## config.mk

```make
export PLATFORM = sky130hd
export DESIGN_NAME = coo_to_csr_pattern_builder
export DESIGN_NICKNAME = d
export VERILOG_FILES = /design/src/cpb_pkg.sv /design/src/coo_to_csr_pattern_builder.sv /design/src/cpb_ctrl.sv /design/src/cpb_datapath.sv
export SDC_FILE = /design/constraint.sdc
export NUM_CORES = 2
export LEC_CHECK = 0
export ABC_AREA = 0
export BUFFER_PORTS_ARGS = -buffer_cell sky130_fd_sc_hd__buf_2
export CAP_MARGIN = 40
export CORE_UTILIZATION = 30
export DETAILED_ROUTE_END_ITERATION = 6
export PLACE_DENSITY = 0.53
export SYNTH_ARGS = -nofsm -noshare
export SYNTH_HDL_FRONTEND = slang
export SYNTH_SLANG_ARGS = --single-unit
```

## constraint.sdc

```tcl
create_clock -name clk -period 10.47 [get_ports clk]
set_clock_uncertainty 0.05 [all_clocks]
set_input_delay 1.047 -clock clk [delete_from_list [all_inputs] [get_ports clk]]
set_output_delay 1.047 -clock clk [all_outputs]
set_load 0.02 [all_outputs]
```

## src/cpb_pkg.sv

```systemverilog
// Shared constants and controller-datapath interface types for the CSR pattern builder.
package cpb_pkg;

  localparam int MAX_ENTRIES = 32;
  localparam int MAX_ROWS    = 16;
  localparam int COLUMN_BITS = 16;

  localparam int ROW_W    = 4;
  localparam int COL_IN_W = 16;
  localparam int COL_W    = (COLUMN_BITS < COL_IN_W) ? COLUMN_BITS : COL_IN_W;
  localparam int CNT_W    = $clog2(MAX_ENTRIES + 1);
  localparam int POS_W    = 6;
  localparam int VALUE_W  = 16;
  localparam int CFG_W    = 5;

  localparam logic [CFG_W-1:0] ROWS_RESET = CFG_W'(16);

  typedef struct packed {
    logic load;
    logic arm;
    logic emit_col;
    logic start_rows;
    logic emit_row;
    logic finish;
  } cmd_t;

  typedef struct packed {
    logic col_pending;
    logic row_last;
  } sts_t;

endpackage

```

## src/coo_to_csr_pattern_builder.sv

```systemverilog
// Top level of the coordinate to CSR pattern builder with its configuration register.
//
// The in_ channel takes one (row, column) coordinate per transfer; in_tlast marks
// the final coordinate of a set. Coordinates load one per cycle into a sorted
// store of up to 32 distinct entries; duplicates are ignored, and coordinates
// beyond capacity or with a row at or beyond rows_in_use are dropped.
// On the final transfer the block stops accepting input and emits on the out_
// channel the column index of each stored entry in order (out_tuser low), then
// min(rows_in_use, 16)+1 row offsets (out_tuser high), the last carrying out_tlast.
// The first result carries the dropped flag.
// Results leave one per cycle while the receiver does not stall, set by the
// single output register, with a gap between the last column and the first row
// offset; in_tready returns high as the last row offset is registered, so loading
// overlaps the wait for its transfer.
// A stalled receiver holds the output register and pauses the emit sequence.
// Reset empties the store, clears the dropped flag and sets rows_in_use to 16.
// rows_in_use is written through the cfg_ port at byte address 0.
module coo_to_csr_pattern_builder
  import cpb_pkg::*;
(
  input  logic        clk,
  input  logic        rst_n,
  input  logic        in_tvalid,
  output logic        in_tready,
  input  logic [23:0] in_tdata,   // entry_row[3:0], entry_column[19:4], zero fill
  input  logic        in_tlast,
  output logic        out_tvalid,
  input  logic        out_tready,
  output logic [23:0] out_tdata,  // position[5:0], item_value[21:6], dropped_any[22], zero fill
  output logic        out_tuser,  // item_kind[0]
  output logic        out_tlast,
  input  logic        cfg_psel,
  input  logic        cfg_penable,
  input  logic        cfg_pwrite,
  input  logic [1:0]  cfg_paddr,
  input  logic [31:0] cfg_pwdata,
  output logic [31:0] cfg_prdata,
  output logic        cfg_pready
);

  cmd_t cmd;
  sts_t sts;

  logic [CFG_W-1:0]   rows_in_use_r;
  logic [POS_W-1:0]   position;
  logic [VALUE_W-1:0] item_value;
  logic               dropped_any;
  logic               cfg_write;

  assign cfg_pready = 1'b1;
  assign cfg_write  = cfg_psel && cfg_penable && cfg_pwrite && (cfg_paddr[1:0] == 2'b00);
  assign cfg_prdata = {{(32 - CFG_W){1'b0}}, rows_in_use_r};

  always_ff @(posedge clk) begin
    if (!rst_n) begin
      rows_in_use_r <= ROWS_RESET;
    end else if (cfg_write) begin
      rows_in_use_r <= cfg_pwdata[CFG_W-1:0];
    end
  end

  cpb_ctrl u_ctrl (
    .clk       (clk),
    .rst_n     (rst_n),
    .in_tvalid (in_tvalid),
    .in_tlast  (in_tlast),
    .in_tready (in_tready),
    .out_tvalid(out_tvalid),
    .out_tready(out_tready),
    .cmd       (cmd),
    .sts       (sts)
  );

  cpb_datapath u_datapath (
    .clk         (clk),
    .rst_n       (rst_n),
    .cmd         (cmd),
    .sts         (sts),
    .rows_in_use (rows_in_use_r),
    .entry_row   (in_tdata[3:0]),
    .entry_column(in_tdata[19:4]),
    .item_kind   (out_tuser),
    .position    (position),
    .item_value  (item_value),
    .dropped_any (dropped_any),
    .run_end     (out_tlast)
  );

  assign out_tdata = {1'b0, dropped_any, item_value, position};

endmodule

```

## src/cpb_ctrl.sv

```systemverilog
// Controller state machine sequencing load, column emit and row offset emit.
module cpb_ctrl
  import cpb_pkg::*;
(
  input  logic clk,
  input  logic rst_n,
  input  logic in_tvalid,
  input  logic in_tlast,
  output logic in_tready,
  output logic out_tvalid,
  input  logic out_tready,
  output cmd_t cmd,
  input  sts_t sts
);

  typedef enum logic [1:0] {
    S_LOAD,
    S_COL,
    S_ROW
  } state_t;

  state_t state_r, state_nxt;
  logic   out_valid_r, out_valid_nxt;
  logic   slot_free;

  assign slot_free  = !out_valid_r || out_tready;
  assign out_tvalid = out_valid_r;
  assign in_tready  = (state_r == S_LOAD);

  always_comb begin
    cmd           = '0;
    state_nxt     = state_r;
    out_valid_nxt = out_valid_r && !out_tready;
    unique case (state_r)
      S_LOAD: begin
        if (in_tvalid) begin
          cmd.load = 1'b1;
          if (in_tlast) begin
            cmd.arm   = 1'b1;
            state_nxt = S_COL;
          end
        end
      end
      S_COL: begin
        if (slot_free) begin
          if (sts.col_pending) begin
            cmd.emit_col  = 1'b1;
            out_valid_nxt = 1'b1;
          end else begin
            cmd.start_rows = 1'b1;
            state_nxt      = S_ROW;
          end
        end
      end
      S_ROW: begin
        if (slot_free) begin
          cmd.emit_row  = 1'b1;
          out_valid_nxt = 1'b1;
          if (sts.row_last) begin
            cmd.finish = 1'b1;
            state_nxt  = S_LOAD;
          end
        end
      end
      default: state_nxt = S_LOAD;
    endcase
  end

  always_ff @(posedge clk) begin
    if (!rst_n) begin
      state_r     <= S_LOAD;
      out_valid_r <= 1'b0;
    end else begin
      state_r     <= state_nxt;
      out_valid_r <= out_valid_nxt;
    end
  end

endmodule

```

## src/cpb_datapath.sv

```systemverilog
// Sorted coordinate store, per-row counters, offset accumulator and result register.
module cpb_datapath
  import cpb_pkg::*;
(
  input  logic               clk,
  input  logic               rst_n,
  input  cmd_t               cmd,
  output sts_t               sts,
  input  logic [CFG_W-1:0]   rows_in_use,
  input  logic [ROW_W-1:0]   entry_row,
  input  logic [COL_IN_W-1:0] entry_column,
  output logic               item_kind,
  output logic [POS_W-1:0]   position,
  output logic [VALUE_W-1:0] item_value,
  output logic               dropped_any,
  output logic               run_end
);

  logic [ROW_W-1:0] rows_r [MAX_ENTRIES];
  logic [COL_W-1:0] cols_r [MAX_ENTRIES];
  logic [ROW_W-1:0] rows_nxt [MAX_ENTRIES];
  logic [COL_W-1:0] cols_nxt [MAX_ENTRIES];
  logic [CNT_W-1:0] row_cnt_r [MAX_ROWS];
  logic [CNT_W-1:0] row_cnt_nxt [MAX_ROWS];

  logic [CNT_W-1:0] count_r, count_nxt;
  logic             drop_r, drop_nxt;
  logic             first_r, first_nxt;
  logic [POS_W-1:0] pos_r, pos_nxt;
  logic [CNT_W-1:0] running_r, running_nxt;

  logic             item_kind_r, dropped_any_r, run_end_r;
  logic [POS_W-1:0] position_r;
  logic [VALUE_W-1:0] item_value_r;

  logic [CFG_W-1:0]       eff_rows;
  logic [COL_W-1:0]       in_col;
  logic [ROW_W+COL_W-1:0] in_key;
  logic [MAX_ENTRIES-1:0] less, equal;
  logic                   dup, full, row_bad, insert;
  logic                   row_in_range;

  assign eff_rows = (rows_in_use > CFG_W'(MAX_ROWS)) ? CFG_W'(MAX_ROWS) : rows_in_use;
  assign in_col   = entry_column[COL_W-1:0];
  assign in_key   = {entry_row, in_col};

  always_comb begin
    for (int i = 0; i < MAX_ENTRIES; i++) begin
      less[i]  = (CNT_W'(i) < count_r) && ({rows_r[i], cols_r[i]} < in_key);
      equal[i] = (CNT_W'(i) < count_r) && ({rows_r[i], cols_r[i]} == in_key);
    end
  end

  assign dup     = |equal;
  assign full    = (count_r == CNT_W'(MAX_ENTRIES));
  assign row_bad = ({1'b0, entry_row} >= eff_rows);
  assign insert  = cmd.load && !row_bad && !dup && !full;

  assign row_in_range     = (pos_r < POS_W'(eff_rows));
  assign sts.col_pending  = (count_r != '0);
  assign sts.row_last     = (pos_r == POS_W'(eff_rows));

  always_comb begin
    rows_nxt    = rows_r;
    cols_nxt    = cols_r;
    row_cnt_nxt = row_cnt_r;
    count_nxt   = count_r;
    drop_nxt    = drop_r;
    first_nxt   = first_r;
    pos_nxt     = pos_r;
    running_nxt = running_r;

    if (insert) begin
      for (int i = 0; i < MAX_ENTRIES; i++) begin
        if (!less[i]) begin
          if (i == 0 || less[(i > 0) ? i - 1 : 0]) begin
            rows_nxt[i] = entry_row;
            cols_nxt[i] = in_col;
          end else begin
            rows_nxt[i] = rows_r[(i > 0) ? i - 1 : 0];
            cols_nxt[i] = cols_r[(i > 0) ? i - 1 : 0];
          end
        end
      end
      for (int r = 0; r < MAX_ROWS; r++) begin
        if (entry_row == ROW_W'(r)) begin
          row_cnt_nxt[r] = row_cnt_r[r] + CNT_W'(1);
        end
      end
      count_nxt = count_r + CNT_W'(1);
    end
    if (cmd.load && (row_bad || (!dup && full))) begin
      drop_nxt = 1'b1;
    end
    if (cmd.arm) begin
      first_nxt = 1'b1;
      pos_nxt   = '0;
    end
    if (cmd.emit_col) begin
      for (int i = 0; i < MAX_ENTRIES - 1; i++) begin
        rows_nxt[i] = rows_r[i + 1];
        cols_nxt[i] = cols_r[i + 1];
      end
      count_nxt = count_r - CNT_W'(1);
      first_nxt = 1'b0;
      pos_nxt   = pos_r + POS_W'(1);
    end
    if (cmd.start_rows) begin
      pos_nxt     = '0;
      running_nxt = '0;
    end
    if (cmd.emit_row) begin
      first_nxt = 1'b0;
      pos_nxt   = pos_r + POS_W'(1);
      if (row_in_range) begin
        running_nxt = running_r + row_cnt_r[pos_r[ROW_W-1:0]];
      end
    end
    if (cmd.finish) begin
      drop_nxt = 1'b0;
      for (int r = 0; r < MAX_ROWS; r++) begin
        row_cnt_nxt[r] = '0;
      end
    end
  end

  always_ff @(posedge clk) begin
    rows_r <= rows_nxt;
    cols_r <= cols_nxt;
    if (cmd.emit_col) begin
      item_kind_r   <= 1'b0;
      position_r    <= pos_r;
      item_value_r  <= VALUE_W'(cols_r[0]);
      dropped_any_r <= first_r && drop_r;
      run_end_r     <= 1'b0;
    end else if (cmd.emit_row) begin
      item_kind_r   <= 1'b1;
      position_r    <= pos_r;
      item_value_r  <= VALUE_W'(running_r);
      dropped_any_r <= first_r && drop_r;
      run_end_r     <= sts.row_last;
    end
  end

  always_ff @(posedge clk) begin
    if (!rst_n) begin
      row_cnt_r <= '{default: '0};
      count_r   <= '0;
      drop_r    <= 1'b0;
      first_r   <= 1'b0;
      pos_r     <= '0;
      running_r <= '0;
    end else begin
      row_cnt_r <= row_cnt_nxt;
      count_r   <= count_nxt;
      drop_r    <= drop_nxt;
      first_r   <= first_nxt;
      pos_r     <= pos_nxt;
      running_r <= running_nxt;
    end
  end

  assign item_kind   = item_kind_r;
  assign position    = position_r;
  assign item_value  = item_value_r;
  assign dropped_any = dropped_any_r;
  assign run_end     = run_end_r;

  a_count_bound: assert property (@(posedge clk) disable iff (!rst_n)
    count_r <= CNT_W'(MAX_ENTRIES))
    else $error("Entry count exceeds the store depth.");

  a_col_nonempty: assert property (@(posedge clk) disable iff (!rst_n)
    cmd.emit_col |-> count_r != '0)
    else $error("Column emitted from an empty store.");

  a_row_bound: assert property (@(posedge clk) disable iff (!rst_n)
    cmd.emit_row |-> pos_r <= POS_W'(eff_rows))
    else $error("Row offset emitted beyond the row count.");

  a_finish_clears: assert property (@(posedge clk) disable iff (!rst_n)
    cmd.finish |=> (count_r == '0) && !drop_r)
    else $error("Store not cleared after the run.");

endmodule
```

==> impl_metrics.py <==
metrics = {
    "synthesis": {
        "syn_area_mm2": 0.0561,
        "netlist.top_cell.by_area": "edfxtp_1",
        "yosysTopAreaCellShare": 0.355,
        "synth_flop_cell": "edfxtp_1",
        "synth_edf_count": 663,
        "ys_seq_elements": 789,
        "yosysSeqAreaShare": 0.400,
        "synthCells": 5507,
        "synth_area_leaders": "edfxtp_1 35%, ha_1 15%, mux2i_1 11%",
        "ys_types": 71,
        "syn_area_per_cell_um2": 10.2,
        "yosys_warnings": 0,
        "synthArstFlopShare": 0,
    },
    "sta": {
        "fin_crit_sh": 0.590,
        "finalMaxSlewViolations": 0,
        "rsz0062_at_grt": "false",
        "setup_viol": 0,
        "hold_viol": 0,
        "fmax_mhz": 162,
        "setup_tns_ns": 0,
        "tightest_slew_ns": 1.17,
        "slew_headroom": 0.219,
        "fin_crit_ns": 6.18,
    },
    "floorplan": {
        "coreArea_mm2": 0.186,
        "die_x_um": 434,
        "std_cell_rows": 158,
        "ios": 127,
        "die_height_um": 434,
        "dieArea_mm2": 0.189,
        "initial_utilization": 0.302,
    },
    "final_layout": {
        "finalInstanceArea_mm2": 0.0630,
        "diodes": 0,
        "stdcell_count": 7997,
        "syn_to_final_growth_pct": 12.3,
        "drive_above_1_share": 0.0885,
        "nets": 6178,
    },
    "routing": {
        "finalWirelength_um": 193000,
        "dr_total_vias": 45300,
        "wl_per_cell_um": 24.2,
        "drc": 0,
        "drtAntennaViolNets": 0,
        "drt-initial-drc-count": 4249,
        "dr.pass1.iters": 5,
        "avgViaCountPerCell": 5.67,
    },
    "cts": {
        "htree_num_levels": 3,
        "cts.repair.resized": 0,
        "clock_latency_ns": 0.77,
        "cts_tree": "done",
        "hold_buffers": 0,
        "numCtsBuffers": 98,
        "cts_sinks": 789,
        "cts_setup_buffers": 0,
        "cts_root_buf": "clkbuf_16",
        "clockBufferDepth": 3,
        "clkTransAtPathRegs_ns": 0.06,
    },
    "power_and_ir_drop": {
        "power_mw": 12.1,
        "p_leak_nw": 23.7,
        "cell_internal_pwr_mw": 7.69,
        "switchingPower_mw": 4.43,
        "power.density_mw_per_mm2": 192,
        "pwr-share-comb": 0.296,
        "ir_drop_mv": 0.121,
        "swShare": 0.365,
        "sequentialPowerShare": 0.421,
        "pwr-share-clk": 0.283,
    },
    "grt": {
        "grtUsageTotal": 0.200,
        "grt_pass1_vias": 44400,
        "gr-total-overflow": 0,
        "antenna_found_initial": 6,
        "grt_max_degree": 242,
        "grt_first_pass_wirelength_um": 289000,
    },
    "critical_path": {
        "cp_common_cell": "buf_4",
        "worst_ep_arrival_time_ns": 6.54,
        "end_kind": "flip-flop",
        "cp-start-kind": "primary input",
        "path_cells": "buf_2 -> buf_4 -> inv_2 -> buf_4 -> ha_1 -> nand4_1 -> nor4_1 -> o21ai_0 -> o2111ai_1 -> nor4_4 -> nand2_4 -> buf_12 -> buf_4 -> o31ai_1",
        "crit_path_top_delay_cell": "nor4_1",
        "crit_cells": 14,
        "critical_path.max_stage_delay_ns": 0.76,
        "crit_required_ns": 10.83,
        "cp.buffers_inverters": 6,
        "crit_family": "buffers and inverters",
        "crit_fanout": 87,
        "critPathKind": "primary input to flip-flop",
        "r2r_cells": 12,
    },
    "placed_design": {
        "dpl.cell_count": 7811,
        "hpwlAfterDp_um": 134000,
        "portBuffers": 66,
        "place_congestion": 0.868,
        "placed_area_mm2": 0.0598,
    },
    "status": {
        "status": "completed",
    },
    "worst_hold_path": {
        "hold_path_depth": 1,
        "hold_class": "flip-flop to flip-flop",
    },
    "job": {
        "cap_violations": 0,
    },
}
==> synth_stat cells (11+ instances only) <==
master     instances
nand2_1          805
ha_1             679
edfxtp_1         663
o31ai_1          616
mux2i_1          592
clkbuf_1         372
a21oi_1          283
nand4_1          176
o21ai_0          174
nor2_1           164
dfxtp_1          126
a21o_1           102
nand3_1           97
inv_1             84
nor2b_1           63
a211oi_1          47
nor3_1            44
buf_4             31
mux4_2            30
or3_1             30
nand2b_1          26
xor2_1            26
o211ai_1          24
or4_1             21
mux2_2            20
and2_1            19
nor4_1            17
o21a_1            17
a2111oi_0         15
a22oi_1           12
and3_1            12
buf_2             11
==> registers in the layout (all words and copies together) (netlist names) <==
name                    cells
u_datapath.position         6
u_datapath.item_value      16
u_datapath.item_kind        1
u_datapath.cols_r         512
u_datapath.pos_r            6
u_datapath.first_r          1
u_datapath.dropped_any      1
u_datapath.run_end          1
u_datapath.count_r          6
u_ctrl.state_r              2
u_datapath.row_cnt_r       96
rows_in_use_r               5
u_datapath.drop_r           1
u_datapath.running_r        6
u_datapath.rows_r         128
u_ctrl.out_tvalid           1
==> cell type report <==
cell class,instances,area (um2)
Inverter,86,323
Clock buffer,131,2660
Fill cell,18800,123000
Multi-Input combinational cell,4239,32000
Sequential cell,789,22400
Clock inverter,54,505
Timing Repair Buffer,218,1950
Tap cell,2480,3100
==> routing by layer <==
layer	vias up	GRT usage	part of all wire
met5	-	0	0.000041
met3	298	0.0235	0.053
met2	1358	0.326	0.46
met4	2	0.0649	0.030
met1	22700	0.276	0.45
li1	21000	-	-
==> cells by family (layout without fill, tap and decap cells) <==
group,Yosys count,after routing,synth area share
AND/OR/NAND/NOR,1505,1505,0.124
AO/OA/AOI/OAI,1350,1350,0.162
flip-flops,789,789,0.400
adder cells (fa/ha/maj),680,680,0.152
multiplexers,642,642,0.122
buffers and inverters,506,489,0.0362
XOR/XNOR,33,33,0.00515
other,2,29,0.000134
==> metrics by stage <==
step                hold slack (ns)  setup WS (ns)   util
finish                        0.418           4.29  0.339
global route                  0.428           4.18  0.339
CTS                           0.405           4.36  0.339
detailed placement            0.402           3.58  0.322
global placement              0.394           3.57  0.319
floorplan                     0.382           4.56      -
==> path summary, 6_finish.rpt <==
path	startpoint	endpoint	slack (ns)
worst min-delay path	u_datapath.drop_r$_SDFFE_PP0P_	u_datapath.drop_r$_SDFFE_PP0P_	0.42
worst min register to register	u_datapath.drop_r$_SDFFE_PP0P_	u_datapath.drop_r$_SDFFE_PP0P_	0.42
worst max register to register	u_datapath.count_r[1]$_SDFFE_PN0P_	u_datapath.cols_r[455]$_DFFE_PP_	5.02
worst max-delay path	in_tdata[9]	u_datapath.cols_r[486]$_DFFE_PP_	4.29
==> layout by cell type (no fill, tap or decap), types with 125 or more instances in the layout <==
cell / Yosys / layout
mux2i_1: 592 / 592
o31ai_1: 616 / 613
a21oi_1: 283 / 275
ha_1: 679 / 679
edfxtp_1: 663 / 663
o21ai_0: 174 / 154
nor2_1: 164 / 158
dfxtp_1: 126 / 125
nand4_1: 176 / 176
nand2_1: 805 / 803
==> power by group through the flow <==
| stage | logic (mW) | registers, mW | clock network, mW |
|---|---|---|---|
| after floorplan | 2.51 | 4.76 | 0 |
| after global placement | 3.32 | 5.16 | 0 |
| after detailed placement | 3.56 | 5.13 | 0 |
| after CTS | 3.57 | 5.07 | 3.50 |
| after global routing | 3.99 | 5.15 | 3.60 |
| final | 3.59 | 5.10 | 3.43 |
Note: power is estimated with default switching activity, not from simulation.
